<file path="config.mk">
export PLATFORM = sky130hd
export DESIGN_NAME = quadrature_position_mover
export DESIGN_NICKNAME = d
export VERILOG_FILES = /design/src/design/qpm_pkg.sv /design/src/design/quadrature_position_mover.sv /design/src/design/qpm_ctrl.sv /design/src/design/qpm_datapath.sv
export SDC_FILE = /design/constraint.sdc
export NUM_CORES = 2
export LEC_CHECK = 0
export ABC_CLOCK_PERIOD_IN_PS = 18050
export BUFFER_PORTS_ARGS = -buffer_cell sky130_fd_sc_hd__buf_4
export CAP_MARGIN = 0
export CORE_UTILIZATION = 27
export DETAILED_ROUTE_END_ITERATION = 7
export SYNTH_ARGS = -nofsm -noshare
export SYNTH_HDL_FRONTEND = slang
export SYNTH_HIERARCHICAL = 1
export SYNTH_SLANG_ARGS = --single-unit
</file>
<file path="constraint.sdc">
create_clock -name aclk -period 18.05 [get_ports aclk]
set_clock_uncertainty 0.15 [all_clocks]
set_input_delay 3.61 -clock aclk [delete_from_list [all_inputs] [get_ports aclk]]
set_output_delay 3.61 -clock aclk [all_outputs]
set_load 0.05 [all_outputs]
</file>
<file path="src/design/qpm_pkg.sv">
// Shared types and constants for the quadrature position mover.
// Used by qpm_ctrl, qpm_datapath and quadrature_position_mover; no dependencies.
package qpm_pkg;

    // Default and field widths.
    localparam int POSITION_BITS_DEFAULT = 32;
    localparam int POS_OUT_W   = 32;
    localparam int TARGET_W    = 32;
    localparam int SPEED_W     = 8;
    localparam int ROT_W       = 16;
    localparam int GEAR_W      = 10;
    localparam int CPR_W       = 12;
    localparam int PROD1_W     = ROT_W + GEAR_W;
    localparam int PROD2_W     = PROD1_W + CPR_W;
    localparam int ROT_FRAC_W  = 8;
    localparam int DELTA_W     = PROD2_W - ROT_FRAC_W;
    localparam int CFG_IDX_W   = 2;
    localparam int CFG_DATA_W  = 12;
    localparam int S_TDATA_W   = 64;
    localparam int M_TDATA_W   = 48;

    // Register reset values.
    localparam logic [GEAR_W-1:0]  GEAR_RATIO_RST     = GEAR_W'(1);
    localparam logic [CPR_W-1:0]   COUNTS_PER_REV_RST = CPR_W'(48);
    localparam logic [SPEED_W-1:0] HOME_SPEED_RST     = SPEED_W'(80);

    // Configuration register indexes.
    typedef enum logic [CFG_IDX_W-1:0] {
        CFG_GEAR_RATIO     = 2'd0,
        CFG_COUNTS_PER_REV = 2'd1,
        CFG_HOME_SPEED     = 2'd2
    } cfg_idx_t;

    // Operation codes carried in tuser.
    typedef enum logic [2:0] {
        OP_SAMPLE     = 3'd0,
        OP_GOTO       = 3'd1,
        OP_MOVE_ROT   = 3'd2,
        OP_GO_HOME    = 3'd3,
        OP_RESET_HOME = 3'd4
    } op_t;

    // Controller states.
    typedef enum logic [1:0] {
        ST_IDLE  = 2'd0,
        ST_MUL   = 2'd1,
        ST_APPLY = 2'd2
    } state_t;

    // Commands from the controller to the datapath.
    typedef struct packed {
        logic step;       // execute a non-rotation operation and load the result
        logic rot_load;   // capture rotation operands, first multiply
        logic rot_mul;    // second multiply
        logic rot_apply;  // start the rotation move and load the result
    } dp_cmd_t;

endpackage

</file>
<file path="src/design/quadrature_position_mover.sv">
// Quadrature x4 position counter with move control for one motor channel.
// Each result is registered; a rotation move loads its result in the APPLY state, after MUL.
// Throughput: one item per cycle while idle; a rotation move holds off the input while
// in the MUL and APPLY states, and a result left waiting holds off the next input.
// Reset: synchronous, active low; clears position and move state, loads
// register defaults. Depends on qpm_pkg, qpm_ctrl and qpm_datapath.
module quadrature_position_mover #(
    parameter int POSITION_BITS = qpm_pkg::POSITION_BITS_DEFAULT
) (
    input  logic                            aclk,
    input  logic                            aresetn,
    // Configuration write port.
    input  logic                            cfg_we,
    input  logic [qpm_pkg::CFG_IDX_W-1:0]   cfg_index,
    input  logic [qpm_pkg::CFG_DATA_W-1:0]  cfg_data,
    // Input stream.
    input  logic                            s_axis_tvalid,
    output logic                            s_axis_tready,
    // tdata: enc_a[0], enc_b[1], speed[9:2], move_reverse[10],
    // target_count[42:11], rotations_q8[58:43], zero[63:59]
    input  logic [qpm_pkg::S_TDATA_W-1:0]   s_axis_tdata,
    // tuser: operation[2:0]
    input  logic [2:0]                      s_axis_tuser,
    // Result stream.
    output logic                            m_axis_tvalid,
    input  logic                            m_axis_tready,
    // tdata: position[31:0], motor_on[32], motor_reverse[33],
    // motor_speed[41:34], move_done[42], zero[47:43]
    output logic [qpm_pkg::M_TDATA_W-1:0]   m_axis_tdata
);

    qpm_pkg::dp_cmd_t              cmd;
    logic [qpm_pkg::POS_OUT_W-1:0] position;
    logic                          motor_on;
    logic                          motor_reverse;
    logic [qpm_pkg::SPEED_W-1:0]   motor_speed;
    logic                          move_done;

    qpm_ctrl u_ctrl (
        .aclk          (aclk),
        .aresetn       (aresetn),
        .s_axis_tvalid (s_axis_tvalid),
        .s_axis_tready (s_axis_tready),
        .s_axis_tuser  (s_axis_tuser),
        .m_axis_tvalid (m_axis_tvalid),
        .m_axis_tready (m_axis_tready),
        .cmd           (cmd)
    );

    qpm_datapath #(
        .POSITION_BITS (POSITION_BITS)
    ) u_datapath (
        .aclk          (aclk),
        .aresetn       (aresetn),
        .cfg_we        (cfg_we),
        .cfg_index     (cfg_index),
        .cfg_data      (cfg_data),
        .cmd           (cmd),
        .operation     (s_axis_tuser),
        .enc_a         (s_axis_tdata[0]),
        .enc_b         (s_axis_tdata[1]),
        .speed         (s_axis_tdata[9:2]),
        .move_reverse  (s_axis_tdata[10]),
        .target_count  (s_axis_tdata[42:11]),
        .rotations_q8  (s_axis_tdata[58:43]),
        .position      (position),
        .motor_on      (motor_on),
        .motor_reverse (motor_reverse),
        .motor_speed   (motor_speed),
        .move_done     (move_done)
    );

    // Pack the result fields, highest field first.
    assign m_axis_tdata = {5'd0, move_done, motor_speed, motor_reverse, motor_on, position};

endmodule

</file>
<file path="src/design/qpm_ctrl.sv">
// Controller state machine for the quadrature position mover.
// Depends on qpm_pkg; drives the stream handshakes and datapath commands.
module qpm_ctrl (
    input  logic            aclk,
    input  logic            aresetn,
    input  logic            s_axis_tvalid,
    output logic            s_axis_tready,
    input  logic [2:0]      s_axis_tuser,
    output logic            m_axis_tvalid,
    input  logic            m_axis_tready,
    output qpm_pkg::dp_cmd_t cmd
);

    qpm_pkg::state_t state_reg, state_next;
    logic            out_valid_reg, out_valid_next;
    logic            accept;
    logic            is_rot;

    // Input is taken only when idle and the result register is free or draining.
    assign s_axis_tready = (state_reg == qpm_pkg::ST_IDLE) && (!out_valid_reg || m_axis_tready);
    assign accept        = s_axis_tvalid && s_axis_tready;
    assign is_rot        = (s_axis_tuser == qpm_pkg::OP_MOVE_ROT);
    assign m_axis_tvalid = out_valid_reg;

    // Next state.
    always_comb begin
        state_next = state_reg;
        unique case (state_reg)
            qpm_pkg::ST_IDLE: begin
                if (accept && is_rot) begin
                    state_next = qpm_pkg::ST_MUL;
                end
            end
            qpm_pkg::ST_MUL: begin
                state_next = qpm_pkg::ST_APPLY;
            end
            qpm_pkg::ST_APPLY: begin
                state_next = qpm_pkg::ST_IDLE;
            end
            default: begin
                state_next = qpm_pkg::ST_IDLE;
            end
        endcase
    end

    // Command outputs.
    always_comb begin
        cmd = '0;
        unique case (state_reg)
            qpm_pkg::ST_IDLE: begin
                cmd.step     = accept && !is_rot;
                cmd.rot_load = accept && is_rot;
            end
            qpm_pkg::ST_MUL: begin
                cmd.rot_mul = 1'b1;
            end
            qpm_pkg::ST_APPLY: begin
                cmd.rot_apply = 1'b1;
            end
            default: begin
                cmd = '0;
            end
        endcase
    end

    // Result valid: set on a result load, cleared when the transfer completes.
    always_comb begin
        if (cmd.step || cmd.rot_apply) begin
            out_valid_next = 1'b1;
        end else if (m_axis_tready) begin
            out_valid_next = 1'b0;
        end else begin
            out_valid_next = out_valid_reg;
        end
    end

    always_ff @(posedge aclk) begin
        if (!aresetn) begin
            state_reg     <= qpm_pkg::ST_IDLE;
            out_valid_reg <= 1'b0;
        end else begin
            state_reg     <= state_next;
            out_valid_reg <= out_valid_next;
        end
    end

endmodule

</file>
<file path="src/design/qpm_datapath.sv">
// Datapath for the quadrature position mover: position counter, move state,
// rotation multiplier and result register. Depends on qpm_pkg.
module qpm_datapath #(
    parameter int POSITION_BITS = qpm_pkg::POSITION_BITS_DEFAULT
) (
    input  logic                            aclk,
    input  logic                            aresetn,
    input  logic                            cfg_we,
    input  logic [qpm_pkg::CFG_IDX_W-1:0]   cfg_index,
    input  logic [qpm_pkg::CFG_DATA_W-1:0]  cfg_data,
    input  qpm_pkg::dp_cmd_t                cmd,
    input  logic [2:0]                      operation,
    input  logic                            enc_a,
    input  logic                            enc_b,
    input  logic [qpm_pkg::SPEED_W-1:0]     speed,
    input  logic                            move_reverse,
    input  logic [qpm_pkg::TARGET_W-1:0]    target_count,
    input  logic [qpm_pkg::ROT_W-1:0]       rotations_q8,
    output logic [qpm_pkg::POS_OUT_W-1:0]   position,
    output logic                            motor_on,
    output logic                            motor_reverse,
    output logic [qpm_pkg::SPEED_W-1:0]     motor_speed,
    output logic                            move_done
);

    localparam int PW = POSITION_BITS;

    // Configuration registers.
    logic [qpm_pkg::GEAR_W-1:0]  gear_ratio_reg;
    logic [qpm_pkg::CPR_W-1:0]   counts_per_rev_reg;
    logic [qpm_pkg::SPEED_W-1:0] home_speed_reg;

    // Counter and move state.
    logic [PW-1:0]               count_reg, count_next;
    logic                        last_a_reg, last_a_next;
    logic                        last_b_reg, last_b_next;
    logic                        primed_reg, primed_next;
    logic [PW-1:0]               goal_reg, goal_next;
    logic                        moving_reg, moving_next;
    logic                        drive_rev_reg, drive_rev_next;
    logic [qpm_pkg::SPEED_W-1:0] drive_speed_reg, drive_speed_next;

    // Rotation multiplier stages and captured operands.
    logic [qpm_pkg::PROD1_W-1:0] prod1_reg;
    logic [qpm_pkg::PROD2_W-1:0] prod2_reg;
    logic                        rot_rev_reg;
    logic [qpm_pkg::SPEED_W-1:0] rot_speed_reg;
    logic [qpm_pkg::DELTA_W-1:0] delta;
    logic [PW-1:0]               delta_pos;

    // Result register.
    logic [qpm_pkg::POS_OUT_W-1:0] position_reg;
    logic                          motor_on_reg;
    logic                          motor_rev_reg;
    logic [qpm_pkg::SPEED_W-1:0]   motor_speed_reg;
    logic                          move_done_reg;

    logic check;
    logic reached;
    logic done;

    assign delta     = prod2_reg[qpm_pkg::PROD2_W-1:qpm_pkg::ROT_FRAC_W];
    assign delta_pos = PW'(delta);

    // Configuration writes; indexes beyond the list are ignored.
    always_ff @(posedge aclk) begin
        if (!aresetn) begin
            gear_ratio_reg     <= qpm_pkg::GEAR_RATIO_RST;
            counts_per_rev_reg <= qpm_pkg::COUNTS_PER_REV_RST;
            home_speed_reg     <= qpm_pkg::HOME_SPEED_RST;
        end else if (cfg_we) begin
            unique case (cfg_index)
                qpm_pkg::CFG_GEAR_RATIO: begin
                    gear_ratio_reg <= cfg_data[qpm_pkg::GEAR_W-1:0];
                end
                qpm_pkg::CFG_COUNTS_PER_REV: begin
                    counts_per_rev_reg <= cfg_data[qpm_pkg::CPR_W-1:0];
                end
                qpm_pkg::CFG_HOME_SPEED: begin
                    home_speed_reg <= cfg_data[qpm_pkg::SPEED_W-1:0];
                end
                default: begin
                end
            endcase
        end
    end

    // Two registered multiply stages for the rotation distance.
    always_ff @(posedge aclk) begin
        if (cmd.rot_load) begin
            prod1_reg     <= qpm_pkg::PROD1_W'(rotations_q8) * qpm_pkg::PROD1_W'(gear_ratio_reg);
            rot_rev_reg   <= move_reverse;
            rot_speed_reg <= speed;
        end
        if (cmd.rot_mul) begin
            prod2_reg <= qpm_pkg::PROD2_W'(prod1_reg) * qpm_pkg::PROD2_W'(counts_per_rev_reg);
        end
    end

    // Operation execution followed by the goal test.
    always_comb begin
        count_next       = count_reg;
        last_a_next      = last_a_reg;
        last_b_next      = last_b_reg;
        primed_next      = primed_reg;
        goal_next        = goal_reg;
        moving_next      = moving_reg;
        drive_rev_next   = drive_rev_reg;
        drive_speed_next = drive_speed_reg;
        check            = 1'b0;

        if (cmd.step) begin
            case (operation)
                qpm_pkg::OP_SAMPLE: begin
                    if (!primed_reg) begin
                        last_a_next = enc_a;
                        last_b_next = enc_b;
                        primed_next = 1'b1;
                    end else if (enc_a != last_a_reg) begin
                        last_a_next = enc_a;
                        count_next  = (enc_a != enc_b) ? count_reg + PW'(1)
                                                       : count_reg - PW'(1);
                        check       = 1'b1;
                    end else if (enc_b != last_b_reg) begin
                        last_b_next = enc_b;
                        count_next  = (enc_a == enc_b) ? count_reg + PW'(1)
                                                       : count_reg - PW'(1);
                        check       = 1'b1;
                    end
                end
                qpm_pkg::OP_GOTO: begin
                    goal_next        = PW'($signed(target_count));
                    drive_rev_next   = move_reverse;
                    drive_speed_next = speed;
                    moving_next      = 1'b1;
                    check            = 1'b1;
                end
                qpm_pkg::OP_GO_HOME: begin
                    goal_next        = '0;
                    drive_rev_next   = !count_reg[PW-1] && (count_reg != '0);
                    drive_speed_next = home_speed_reg;
                    moving_next      = 1'b1;
                    check            = 1'b1;
                end
                qpm_pkg::OP_RESET_HOME: begin
                    count_next = '0;
                    check      = 1'b1;
                end
                default: begin
                end
            endcase
        end

        if (cmd.rot_apply) begin
            goal_next        = rot_rev_reg ? count_reg - delta_pos : count_reg + delta_pos;
            drive_rev_next   = rot_rev_reg;
            drive_speed_next = rot_speed_reg;
            moving_next      = 1'b1;
            check            = 1'b1;
        end

        // A forward move ends at or past the goal, a reverse move at or below it.
        if (drive_rev_next) begin
            reached = $signed(goal_next) >= $signed(count_next);
        end else begin
            reached = $signed(count_next) >= $signed(goal_next);
        end
        done = check && moving_next && reached;
        if (done) begin
            moving_next      = 1'b0;
            drive_rev_next   = 1'b0;
            drive_speed_next = '0;
        end
    end

    // State registers.
    always_ff @(posedge aclk) begin
        if (!aresetn) begin
            count_reg       <= '0;
            last_a_reg      <= 1'b0;
            last_b_reg      <= 1'b0;
            primed_reg      <= 1'b0;
            goal_reg        <= '0;
            moving_reg      <= 1'b0;
            drive_rev_reg   <= 1'b0;
            drive_speed_reg <= '0;
        end else begin
            count_reg       <= count_next;
            last_a_reg      <= last_a_next;
            last_b_reg      <= last_b_next;
            primed_reg      <= primed_next;
            goal_reg        <= goal_next;
            moving_reg      <= moving_next;
            drive_rev_reg   <= drive_rev_next;
            drive_speed_reg <= drive_speed_next;
        end
    end

    // Result register, loaded when an item finishes.
    always_ff @(posedge aclk) begin
        if (cmd.step || cmd.rot_apply) begin
            position_reg    <= qpm_pkg::POS_OUT_W'($signed(count_next));
            motor_on_reg    <= moving_next;
            motor_rev_reg   <= moving_next && drive_rev_next;
            motor_speed_reg <= moving_next ? drive_speed_next : '0;
            move_done_reg   <= done;
        end
    end

    assign position      = position_reg;
    assign motor_on      = motor_on_reg;
    assign motor_reverse = motor_rev_reg;
    assign motor_speed   = motor_speed_reg;
    assign move_done     = move_done_reg;

endmodule

</file>
==> results.toml <==
[place]
dpl.hpwl_um = 58090
io_buffers = 125
place_congestion = 0.9185
post-place-ws_ns = 7.428

[logic_synthesis]
synth_common_cells = "454 x nand2_1, 359 x inv_1, 350 x fa_1"
syn_inst = 3142
ys_seq_area_frac = 0.1989
synth-main-ff-cell = "dfxtp_1"
synth.top_cells.by_area = "fa_1 26%, edfxtp_1 12%, ha_1 9.1%, dfxtp_1 8.0%, nand2_1 6.2%"
synth_cell_type_count = 85
synth_area_mm2 = 0.02738
ys_ff_latch = 218
syn_area_per_cell_um2 = 8.715
synth_top_area_cell = "fa_1"
yosysMostFrequentCell = "nand2_1"
ys_async_sr_fraction = 0
synth.top_cell.area_share = 0.2559
synth_edf_count = 108
yosysWarnings = 6

[layout]
multi_input_area_mm2 = 0.01989
seqCellArea_mm2 = 0.005445
nets = 3770
fill_cells = 10560
final_core_util = 0.3043
drive_gt1_frac = 0.07319
syn2layout_area_growth_pct = 11.45

[flow_run]
timing.max_cap.violations = 0

[min_path]
worstHoldPathType = "register to register"

[floorplan]
ioPinCount = 136
die_w_um = 320.5
core_mm2 = 0.1003
die_h_um = 320.5
die_area_mm2 = 0.1027
rows = 116
initial_core_util = 0.2730

[critical_path]
startpoint_type = "input port"
path_max_fanout = 45
endpoint_kind = "register"
critPathKind = "input port to register"
worstPathArrival_ns = 10.28
cp.required_ns = 18.18

[timing]
slew_headroom = 0.1825
min_period_over_period = 0.5620
rsz0062_at_grt = "no"
finalHoldViolCount = 0
hold_slack_ns = 0.3101
fin_tns_setup_ns = 0
setup_slack_ns = 7.905
final_max_slew_viol_count = 0
fmax_ghz = 0.09857
worst_pin_slew_ns = 1.226
setup_viol = 0
final.min_clock_period_ns = 10.14

[power_and_ir_drop]
pwr-share-clk = 0.336
power_density_mw_per_mm2 = 60.86
internal_power_w = 0.001206
power.total_w = 0.001857
ir_worst_vdd_mv = 0.07037
switching_share = 0.3506
leakagePower_nw = 13.33
switchingPower_w = 0.0006512
seqPwrFrac = 0.316
combPwrFrac = 0.348

[clock_network]
cts.sinks = 218
worst_skew_pair.late_latency_ns = 0.58
numCtsBuffers = 28
cts_resized = 0
htreeDepth = 1
cts_tree = "yes"
cts_max_path_buffers = 3
cts.clk_slew.worst_paths_ns = 0.06
root_buffer = "clkbuf_16"
cts-hold-fix-buffers = 0
post_cts_buffers = 0

[global_routing]
grt_use_total = 0.1443
grt_first_pass_wirelength_um = 119900
grt_antenna_before_repair = 2
grt_overflow = 0
grt_pass1_vias = 21970
grt_max_degree = 73

[detailed_routing]
vias_per_cell = 4.822
drt_iter0_drc = 1290
wl_um = 74030
antenna_left = 0
wl_per_cell_um = 16.40
vias = 21770
firstDrtPassIters = 5
drc = 0

[status]
status = "completed"
## worst paths after layout
path / from / end / slack, ns / depth (start not counted)
setup / recovery: s_axis_tuser[1] / u_datapath/motor_speed[2] / 7.91 / 20
hold / removal: u_datapath/counts_per_rev_reg[3] / u_datapath/counts_per_rev_reg[3] / 0.31 / 2
setup reg to reg: u_datapath/prod2_reg[8] / u_datapath/motor_speed[2] / 9.01 / 30
hold reg to reg: u_datapath/counts_per_rev_reg[3] / u_datapath/counts_per_rev_reg[3] / 0.31 / 2
## layout make-up
class                           count  area share
Inverter                          360     0.04428
Clock inverter                     15    0.005781
Clock buffer                       37     0.02821
Timing Repair Buffer              146     0.03591
Multi-Input combinational cell   2380      0.6517
Antenna cell                        1  0.00008200
Tap cell                         1357     0.05564
Sequential cell                   218      0.1784
## power by group through the flow
| stage | sequential, W | clock (W) | combinational [W] |
|---|---|---|---|
| floorplan | 0.000604 | 0 | 0.000473 |
| global placement | 0.000596 | 0 | 0.000639 |
| detailed placement | 0.000597 | 0 | 0.000648 |
| CTS | 0.000586 | 0.000640 | 0.000653 |
| global route | 0.000589 | 0.000656 | 0.000737 |
| finish | 0.000586 | 0.000624 | 0.000647 |
## per-stage QoR
step	instance area [um2]	cells
6_report	30520	4514
5_1_grt	30520	4514
4_1_cts	30520	4513
3_5_place_dp	29480	4461
3_3_place_gp	29480	4461
2_1_floorplan	27400	3146
## routing by layer
metal	up-vias	part of all wire	GRT usage	routed length, um
li1	10310	-	-	-
met1	10730	0.45	0.1926	33070
met2	611	0.46	0.2406	34340
met3	113	0.054	0.01749	4010
met4	2	0.035	0.04838	2567
met5	-	0.00061	0	45
## critical path: stages
cell and delay, ns:
buf_4 0.27, nor3b_1 0.26, nor4b_2 0.59, nand2_1 0.10, buf_4 0.30, nor2_1 0.55, o311ai_0 0.27, a31oi_1 0.33
a31oi_1 0.18, nor2_1 0.32, ha_1 0.17, nand4_1 0.12, nor3_1 0.57, nand4_1 0.35, or4_1 0.53, or3_1 0.57
nand2_1 0.14, nor2_1 0.06, a211oi_2 0.80, nor2_1 0.13
## placed cells by master (no fill, tap or decap), types with 34 or more instances in the layout
master    Yosys  routed
fa_1        350     350
nor3_1       49      48
nand2_1     454     454
dfxtp_1     110     110
ha_1        200     200
mux2i_1      37      37
xnor2_1      84      82
o21ai_0      89      89
nand3_1      40      40
inv_1       359     359
buf_4        10     146
a21o_1       52      52
xor2_1       35      34
a21oi_1     177     177
and2_1      218     218
edfxtp_1    108     108
nor2_1      206     206
## cells by family (layout without fill, tap and decap cells)
logic type	count (synthesis)	in the layout	synth area share
simple gates	1161	1161	0.2064
mux	42	42	0.01558
other cells	1	6	0.0001369
fa+ha+maj	550	550	0.3473
compound gates	503	503	0.1169
buf+inv	548	558	0.07686
xor+xnor	119	119	0.03806
flops	218	218	0.1989
Note: power is estimated with default switching activity, not from simulation.
